### src/rtl/chpm_ram.sv
// Generic single-port RAM with registered read.
module chpm_ram #(
  parameter int WIDTH = 8,
  parameter int DEPTH = 16
) (
  input  logic                     clk,
  input  logic                     we,
  input  logic [$clog2(DEPTH)-1:0] addr,
  input  logic [WIDTH-1:0]         wdata,
  output logic [WIDTH-1:0]         rdata
);
  logic [WIDTH-1:0] mem [DEPTH];

  always_ff @(posedge clk) begin
    if (we) begin
      mem[addr] <= wdata;
    end
    rdata <= mem[addr];
  end
endmodule

### config.mk
export PLATFORM = sky130hd
export DESIGN_NAME = chpm_ram
export DESIGN_NICKNAME = d
export VERILOG_FILES = /design/src/rtl/chpm_ram.sv
export SDC_FILE = /design/constraint.sdc
export NUM_CORES = 1
export LEC_CHECK = 0
export BUFFER_PORTS_ARGS = -buffer_cell sky130_fd_sc_hd__buf_2
export CAP_MARGIN = 20
export CORE_MARGIN = 2
export CORE_UTILIZATION = 55
export DETAILED_ROUTE_END_ITERATION = 16
export HOLD_SLACK_MARGIN = 0.02
export PLACE_DENSITY_LB_ADDON = 0.1
export SYNTH_ARGS = -nofsm -noshare
export SYNTH_HDL_FRONTEND = slang
export SYNTH_SLANG_ARGS = --single-unit
### constraint.sdc
create_clock -name clk -period 2.32 [get_ports clk]
set_clock_uncertainty 0.05 [all_clocks]
set_input_delay 0.232 -clock clk [delete_from_list [all_inputs] [get_ports clk]]
set_output_delay 0.232 -clock clk [all_outputs]
set_load 0.005 [all_outputs]
==> results.txt <==
----------------------------------------------------
[Critical path]
  Setup CP Type ... register to register
  Crit path from ... mem[3][3]
  Worst path arrival time ... 1780 ps
  Startpoint type of the worst setup path ... register
  Worst Reg2Reg Path Length in Cells ... 3
  Setup slack of the worst register-to-register path ... 880 ps
  Element type at the critical path end ... register
  Critical-path maximum fanout ... 1
  Critical register-to-register path endpoint ... rdata[3]
  WP data required ... 2660 ps
  FF-to-FF Start ... mem[3][3]
  End point of the critical path ... rdata[3]

[Timing]
  Max Slew Vio Count ... 0
  RSZ-0062 raised after global routing ... no
  Setup TNS ... 0 ps
  Worst slew margin relative to its limit ... 47.23%
  Final hold viol count ... 0
  Share of the clock period used by the worst path after layout ... 62.22%
  Final setup vio count ... 0
  Achievable clock frequency ... 692.7 MHz
  Transition at the pin with the smallest max-transition slack ... 789.9 ps
  Final critical path time including I/O delays and setup ... 1444 ps

[Pwr]
  Combinational share of power ... 4.6%
  Power density relative to cell area ... 940.0 nW/um2
  Highest ir drop seen on vdd ... 0.5880 mV
  Clock share of power ... 47.2%
  Share of total power consumed by net switching ... 19.32%
  Post-layout power ... 5.740 mW
  Switching Power ... 1.109 mW
  Sequential Power Share ... 48.2%
  Design internal power ... 4.631 mW
  Standby leakage power ... 2.081 nW

[Global route]
  Largest net degree at the start of global routing ... 23
  Antenna violations before repair ... 0
  Vias in the first global route ... 2585
  Congestion Overflow GR ... 0
  Global-route wire length before repair ... 15.17 mm
  Overall track demand over capacity in global routing ... 22.16%

[Clocking]
  Latest clock arrival within the worst-skew pair ... 510 ps
  Clock tree root driver cell ... clkbuf_8
  TritonCTS clock tree ... done
  Hold buffer count at cts ... 0
  Cts bufs inserted ... 17
  Number of setup buffers added after CTS ... 0
  Number of buffers on the longest clock path ... 2
  Clock-pin transition on the worst setup and hold timing paths ... 60 ps
  Count of H-tree levels built during CTS ... 4
  PostCTS Resize Cnt ... 0
  TritonCTS sink count ... 136

[Synthesis]
  Post-synth top area cell ... edfxtp_1
  Top cell types by occurrence after synthesis ... 128 x edfxtp_1, 32 x mux4_2, 16 x a22oi_1
  Net count of the mapped netlist ... 244
  Synthesized netlist cell count ... 230
  Dominant cells by area after synthesis ... edfxtp_1 76%, mux4_2 14%, dfxtp_1 3.2%, a22oi_1 2.4%, nor2_1 0.96%
  Number of enable-type register cells in the synthesized netlist ... 128
  Synth Warn # ... 0
  Post-synth top flop ... edfxtp_1
  Fraction of the yosys area taken by sequential cells ... 79.01%
  Top-area cell type share of the netlist area ... 75.85%
  Number of register bits inferred by synthesis ... 136
  Synth cell types ... 18
  Total standard cell area after synthesis ... 5067 um2
  Post-synthesis async set-or-reset flop share ... 0%
  Most instantiated library cell after synthesis ... edfxtp_1
  Post-Syn Area per Cell ... 22.03 um2

[Job]
  Reported max-cap violation count ... 0

[Floorplanning]
  Vertical die dimension ... 99.99 um
  CORE AREA ... 9109 um2
  Placement row count ... 35
  Die Area ... 9997 um2
  Number of top-level pins ... 22
  Starting density of the core ... 55.63%
  Die Width ... 99.99 um

[Placement]
  Port Buffers ... 21
  RD Place Congestion ... 0.8082
  Cell total after placement ... 379
  Total half-perimeter wirelength after legalization and detailed placement ... 6.231 mm
  Area post-placement ... 5499 um2

[Outcome]
  Outcome ... completed

[Detailed routing]
  Detailed Route Iter0 Violations ... 179
  TritonRoute pass-1 iters ... 4
  Vias post-DR ... 2478
  Antenna Violating Nets Remaining ... 0
  Final routed wire length divided by cell count ... 24.32 um
  Drc violations ... 0
  Routed vias/inst ... 6.044
  Detailed-route wire length ... 9.971 mm

[Worst hold path]
  Min-Delay Path Class ... input pin to register

[Finish]
  Antenna cell count ... 0
  Core utilization of the finished layout ... 67.03%
  Post-Layout Inst Area ... 6106 um2
  Filler-free cell count of the finished design ... 410
  Fill cell instance count of the final layout ... 580
  Area growth from synthesis to layout ... 20.49%
  Share of layout cells above drive strength 1 ... 37.46%
  Layout net count ... 301

----------------------------------------------------
[placed cells by master (no fill, tap or decap), drive strengths merged]
cell,n
bufinv,4
nor2b,2
nand3b,2
or3b,1
buf,49
and2,1
inv,1
dfxtp,8
clkbuf,19
mux4,32
a22oi,16
nand3,1
nor2,13
nand2,9
edfxtp,128
nand2b,2
nor3,4
clkinv,7
[layer usage]
layer | up-vias | GRT usage [%] | share of wire [%]
li1 | 1080 | - | -
met1 | 1317 | 30.15 | 45
met2 | 66 | 35.03 | 49
met3 | 15 | 5.432 | 4.1
met4 | 0 | 9.168 | 1.7
met5 | - | 0 | 0
[metrics by stage]
step           hold slack, ps  setup WS [ps]
5_1_grt                 49.88          771.0
2_1_floorplan           280.9          545.0
6_report                51.36          876.5
3_3_place_gp            562.6          406.2
4_1_cts                 32.05          849.8
3_5_place_dp            560.1          392.5
[sequential cells by signal, indices dropped and copies added (netlist names)]
| register | cells |
|---|---|
| mem | 128 |
| rdata | 8 |
[area by class of cell]
class	count	area [um2]	share of cell area [%]
Clock buffer	19	431.7	7.070
Clock inverter	12	175.2	2.869
Multi-Input combinational cell	83	1003	16.43
Sequential cell	136	4004	65.57
Tap cell	111	138.9	2.275
Timing Repair Buffer	49	352.8	5.779
[power groups by stage]
| stage | registers, mW | clock network, mW | logic (mW) |
|---|---|---|---|
| 4_1_cts | 2.77 | 2.75 | 0.267 |
| 5_1_grt | 2.77 | 2.85 | 0.286 |
| 2_1_floorplan | 2.81 | 0 | 0.142 |
| 3_5_place_dp | 2.82 | 0 | 0.266 |
| 6_report | 2.76 | 2.71 | 0.263 |
| 3_3_place_gp | 2.81 | 0 | 0.261 |
[worst max-delay path, cell delays in order (launching register included)]
cell and delay [ps]:
edfxtp_1 370, mux4_2 480, a22oi_1 310, nand2_1 110
[logic make-up (layout without fill, tap and decap cells)]
logic type	after synthesis	in the layout	synth area share [%]
buffers and inverters	11	80	1.185
AND/OR/NAND/NOR	35	35	3.210
flip-flops	136	136	79.01
AO/OA/AOI/OAI	16	16	2.370
multiplexers	32	32	14.22
[how the worst min path moves through the flow]
stage          startpoint         end  cells after the start
6_report         wdata[4]  mem[10][4]                      1
5_1_grt          wdata[7]  mem[12][7]                      1
4_1_cts          wdata[4]   mem[4][4]                      1
3_5_place_dp     rdata[7]    rdata[7]                      1
3_3_place_gp     rdata[7]    rdata[7]                      1
2_1_floorplan    wdata[0]   mem[0][0]                      0
(Power assumes the default switching activity.)
