`config.mk`:
```
export PLATFORM = sky130hd
export DESIGN_NAME = chpm_hash
export DESIGN_NICKNAME = d
export VERILOG_FILES = /design/src/rtl/chpm_pkg.sv /design/src/rtl/chpm_hash.sv
export SDC_FILE = /design/constraint.sdc
export NUM_CORES = 2
export LEC_CHECK = 0
export BUFFER_PORTS_ARGS = -buffer_cell sky130_fd_sc_hd__buf_2
export CAP_MARGIN = 5
export CORE_ASPECT_RATIO = 1.4
export CORE_MARGIN = 2
export CORE_UTILIZATION = 40
export CTS_CLUSTER_SIZE = 10
export DETAILED_ROUTE_END_ITERATION = 16
export GPL_ROUTABILITY_DRIVEN = 0
export PLACE_DENSITY = 0.68
export SLEW_MARGIN = 20
export SYNTH_ARGS = -nofsm -noshare
export SYNTH_HDL_FRONTEND = slang
export SYNTH_SLANG_ARGS = --single-unit
```
`constraint.sdc`:
```
create_clock -name clk -period 36.5 [get_ports clk]
set_input_delay 3.65 -clock clk [delete_from_list [all_inputs] [get_ports clk]]
set_output_delay 3.65 -clock clk [all_outputs]
set_load 0.05 [all_outputs]
```
`src/rtl/chpm_pkg.sv`:
```
// Shared types and constants for the chained hash producer map.
package chpm_pkg;

  localparam logic [1:0] MODE_INSERT = 2'd0;
  localparam logic [1:0] MODE_LOOKUP = 2'd1;
  localparam logic [1:0] MODE_WMARK  = 2'd2;
  localparam logic [1:0] MODE_CLEAR  = 2'd3;

  localparam logic [63:0] MIX_MULT  = 64'hff51afd7ed558ccd;
  localparam int          MIX_SHIFT = 33;
  localparam logic [31:0] NO_TASK   = 32'hFFFF_FFFF;

  typedef struct packed {
    logic [1:0]  mode;
    logic [63:0] handle;
    logic [30:0] task_id;
  } req_t;

  typedef struct packed {
    logic               found;
    logic signed [31:0] producer_task;
  } rsp_t;

  // control between the top-level sequencer and the hash unit
  typedef struct packed {
    logic start;
    logic done;
  } hash_ctl_t;

endpackage

```
`src/rtl/chpm_hash.sv`:
```
// Multicycle partial fmix64: 32x32 partial products accumulated over cycles.
module chpm_hash (
  input  logic        clk,
  input  logic        rst,
  input  logic        start,
  input  logic [63:0] key,
  output logic        done,
  output logic [63:0] hash
);
  import chpm_pkg::*;

  logic [63:0] x;
  logic [63:0] acc;
  logic [1:0]  step;
  logic        busy;
  logic [31:0] a_part;
  logic [31:0] b_part;
  logic [63:0] prod;
  logic [63:0] prod_sh;

  // low 64 bits of x*M: lo*lo, (lo*hi)<<32, (hi*lo)<<32
  always_comb begin
    case (step)
      2'd0:    begin a_part = x[31:0];  b_part = MIX_MULT[31:0];  end
      2'd1:    begin a_part = x[31:0];  b_part = MIX_MULT[63:32]; end
      2'd2:    begin a_part = x[63:32]; b_part = MIX_MULT[31:0];  end
      default: begin a_part = x[63:32]; b_part = MIX_MULT[31:0];  end
    endcase
    prod    = 64'(a_part) * 64'(b_part);
    prod_sh = (step == 2'd0) ? prod : {prod[31:0], 32'd0};
  end

  always_ff @(posedge clk) begin
    if (rst) begin
      busy <= 1'b0;
      done <= 1'b0;
      step <= '0;
    end else begin
      done <= 1'b0;
      if (start) begin
        busy <= 1'b1;
        step <= '0;
        x    <= key ^ (key >> MIX_SHIFT);
        acc  <= '0;
      end else if (busy) begin
        acc  <= acc + prod_sh;
        step <= step + 2'd1;
        if (step == 2'd2) begin
          busy <= 1'b0;
          done <= 1'b1;
        end
      end
    end
  end

  assign hash = acc ^ (acc >> MIX_SHIFT);
endmodule

```
==> flow_metrics.env <==
export IMPL_outcome="finished clean"
export IMPL_startpoint_type="flip-flop"
export IMPL_ant_nets=0
export IMPL_htreeDepth=4
export IMPL_grt_ovfl_total=0
export IMPL_required_ns=36.76
export IMPL_dr_pass1_iters=6
export IMPL_drive_gt1_share_pct=7.12
export IMPL_clockBufferDepth=2
export IMPL_grt_pass1_wl_mm=161
export IMPL_ys_seq_area_share_pct=11.4
export IMPL_tightest_slew_ns=0.969
export IMPL_synth_top_area_share_pct=36.9
export IMPL_ys_warn_count=0
export IMPL_antenna_found_initial=0
export IMPL_cts_root_buffer="clkbuf_16"
export IMPL_ys_ff_latch=132
export IMPL_yosys_area_top_type="fa_1"
export IMPL_hold_path_depth=2
export IMPL_clock_latency_ns=0.53
export IMPL_grt_start_max_net_pins=74
export IMPL_routedWlPerCell_um=23.0
export IMPL_setup_tns_ns=0
export IMPL_crit_arrival_ns=13.19
export IMPL_post_route_drc_count=0
export IMPL_async_reset_ff_share_pct=0
export IMPL_syn_inst=3457
export IMPL_fp_coreArea_mm2=0.0853
export IMPL_start_util_pct=40.2
export IMPL_vias_per_cell=5.46
export IMPL_rr_worst_depth=38
export IMPL_die_area_mm2=0.0882
export IMPL_synth_area_leaders="fa_1 (37%), ha_1 (18%), edfxtp_1 (11%), inv_1 (8.6%), xor2_1 (2.7%)"
export IMPL_post_cts_buffers=0
export IMPL_n_antenna_cell=0
export IMPL_cts_hold_buffers=0
export IMPL_io_pins=132
export IMPL_fmax_mhz=77.3
export IMPL_multiInputGateArea_mm2=0.0268
export IMPL_clk_pin_slew_ns=0.07
export IMPL_placementRows=127
export IMPL_syn_area_mm2=0.0343
export IMPL_grt_util_all_layers_pct=24.9
export IMPL_syn_nets=4643
export IMPL_finalCriticalPeriod_ns=12.93
export IMPL_area_delta_synth_final_pct=6.54
export IMPL_synth_area_per_cell_um2=9.92
export IMPL_num_fill_cells=8071
export IMPL_synth_cell_types=88
export IMPL_finClkSkew_ns=0.0248
export IMPL_timing_final_crit_share_pct=35.4
export IMPL_crit_path_frequent_cell="fa_1"
export IMPL_worstPathMaxFanout=32
export IMPL_holdCritPathClass="flip-flop to flip-flop"
export IMPL_drt_iter0_drc=1912
export IMPL_seq_area_mm2=0.00392
export IMPL_synth_edf_count=128
export IMPL_slew_violations=0
export IMPL_rsz0062_at_grt="no"
export IMPL_cts_buffers_inserted=17
export IMPL_nets=4684
export IMPL_cp_end_kind="flip-flop"
export IMPL_die_w_um=252
export IMPL_timing_slew_headroom_pct=33.5
export IMPL_port_buffers=131
export IMPL_grt_pass1_vias=26900
export IMPL_cts_tree="built"
export IMPL_slowest_stage="mux2i_1"
export IMPL_dr_total_vias=25100
export IMPL_cts_sinks=132
export IMPL_maxCapViolCount=0
export IMPL_wl_mm=106
export IMPL_finalHoldViolations=0
export IMPL_path_class="flip-flop to flip-flop"
export IMPL_fp_dieH_um=351
export IMPL_slowest_delay_ns=0.77
export IMPL_postCtsResizedCells=0
export IMPL_final_setup_viol_count=0
export IMPL_synth_ff_type="edfxtp_1"
export IMPL_dpl_hpwl_mm=90.7
[through the flow]
step / area (um^2) / hold slack, ns / utilization (%) / instances / setup slack [ns]
global placement: 35900 / 0.536 / 42.1 / 4575 / 24.03
global route: 36600 / 0.594 / 42.8 / 4606 / 23.05
detailed placement: 35900 / 0.533 / 42.1 / 4575 / 23.77
CTS: 36600 / 0.552 / 42.8 / 4606 / 23.69
floorplan: 34300 / 0.465 / - / 3457 / 25.08
finish: 36600 / 0.553 / 42.8 / 4606 / 23.57
[layer usage]
layer	routed length, um	track usage [%]
met5	0	0
met4	9540	19.4
met3	5920	4.08
met2	53200	43.0
met1	37400	27.3
[flip-flops by register name, summed over array words and instances (netlist names)]
register and flops:
x 64, step 2, busy 1, done 1, acc 64
[layout make-up]
class,instances,share of cell area [%]
inverter,789,8.10
clock inverter,13,0.537
tap,1096,3.75
multi-input combinational,2401,73.4
clock buffer,18,1.17
timing repair buffer,157,2.33
sequential,132,10.7
[synth_stat cells, types with 4 or more instances]
| cell type | n |
|---|---|
| mux2i_1 | 37 |
| mux2_2 | 11 |
| nor2_1 | 167 |
| buf_4 | 34 |
| a41oi_1 | 5 |
| and3_1 | 24 |
| or3_1 | 5 |
| nor3b_1 | 6 |
| and2_1 | 27 |
| nand2_1 | 160 |
| o21ai_1 | 26 |
| a211o_1 | 4 |
| a21o_1 | 76 |
| o211a_1 | 4 |
| buf_1 | 5 |
| clkbuf_1 | 86 |
| a21boi_0 | 4 |
| o21bai_1 | 22 |
| inv_1 | 788 |
| a211oi_1 | 10 |
| nand2b_1 | 19 |
| nor4_1 | 6 |
| o31a_1 | 4 |
| a221oi_1 | 5 |
| nand4_1 | 31 |
| or2_2 | 17 |
| nand3_1 | 25 |
| a31oi_1 | 16 |
| o31ai_1 | 10 |
| a21oi_1 | 152 |
| o211ai_1 | 11 |
| dfxtp_1 | 4 |
| nor2b_1 | 18 |
| nor3_1 | 33 |
| fa_1 | 633 |
| xnor2_1 | 64 |
| edfxtp_1 | 128 |
| xor2_1 | 106 |
| o21ai_0 | 82 |
| ha_1 | 486 |
| o2111ai_1 | 5 |
| buf_2 | 10 |
| o21a_1 | 18 |
[placed cells by master (no fill, tap or decap), types with 16 or more instances in the layout]
cell | synthesis | final
a21o_1 | 76 | 76
buf_2 | 10 | 131
a21oi_1 | 152 | 152
mux2i_1 | 37 | 36
and3_1 | 24 | 24
xnor2_1 | 64 | 64
buf_4 | 34 | 26
nor2b_1 | 18 | 17
ha_1 | 486 | 484
nor3_1 | 33 | 33
o21ai_0 | 82 | 82
nand2b_1 | 19 | 19
nand3_1 | 25 | 25
inv_1 | 788 | 788
fa_1 | 633 | 633
nor2_1 | 167 | 165
o21bai_1 | 22 | 22
clkbuf_16 | 0 | 17
o21a_1 | 18 | 18
o21ai_1 | 26 | 26
nand4_1 | 31 | 31
nand2_1 | 160 | 160
and2_1 | 27 | 27
or2_2 | 17 | 17
edfxtp_1 | 128 | 128
a31oi_1 | 16 | 16
xor2_1 | 106 | 106
[final timing paths]
kind,from,end,slack [ns]
worst max-delay path,step[1]$_SDFFE_PP0P_,acc[61]$_SDFFCE_PP0P_,23.57
worst max register to register,step[1]$_SDFFE_PP0P_,acc[61]$_SDFFCE_PP0P_,23.57
worst min register to register,busy$_SDFF_PP0_,done$_SDFF_PP0_,0.55
worst min-delay path,busy$_SDFF_PP0_,done$_SDFF_PP0_,0.55
[critical path: cells and delay by family (launching register included)]
| kind | cells | cell delay [ns] |
|---|---|---|
| muxes | 3 | 1.42 |
| DFF | 1 | 0.36 |
| xor gates and xnor gates | 1 | 0.15 |
| adders and majority gates | 11 | 4.98 |
| and+or+nand+nor | 4 | 0.99 |
| buffers and inverters | 5 | 1.37 |
| AOI/OAI and AO/OA | 14 | 3.35 |
[cells by family (layout without fill, tap and decap cells)]
group,count (synthesis),after routing,synth area share [%]
fa+ha+maj,1119,1119,54.7
buf+inv,924,977,10.5
simple gates,554,554,7.63
compound gates,506,506,9.86
xor+xnor,170,170,4.34
flops,132,132,11.4
mux,51,51,1.54
other cells,1,1,0.0109
Power is left out: the tool's default activity adds up to more than one toggle a clock period on the data nets, which glitch-free logic cannot reach.
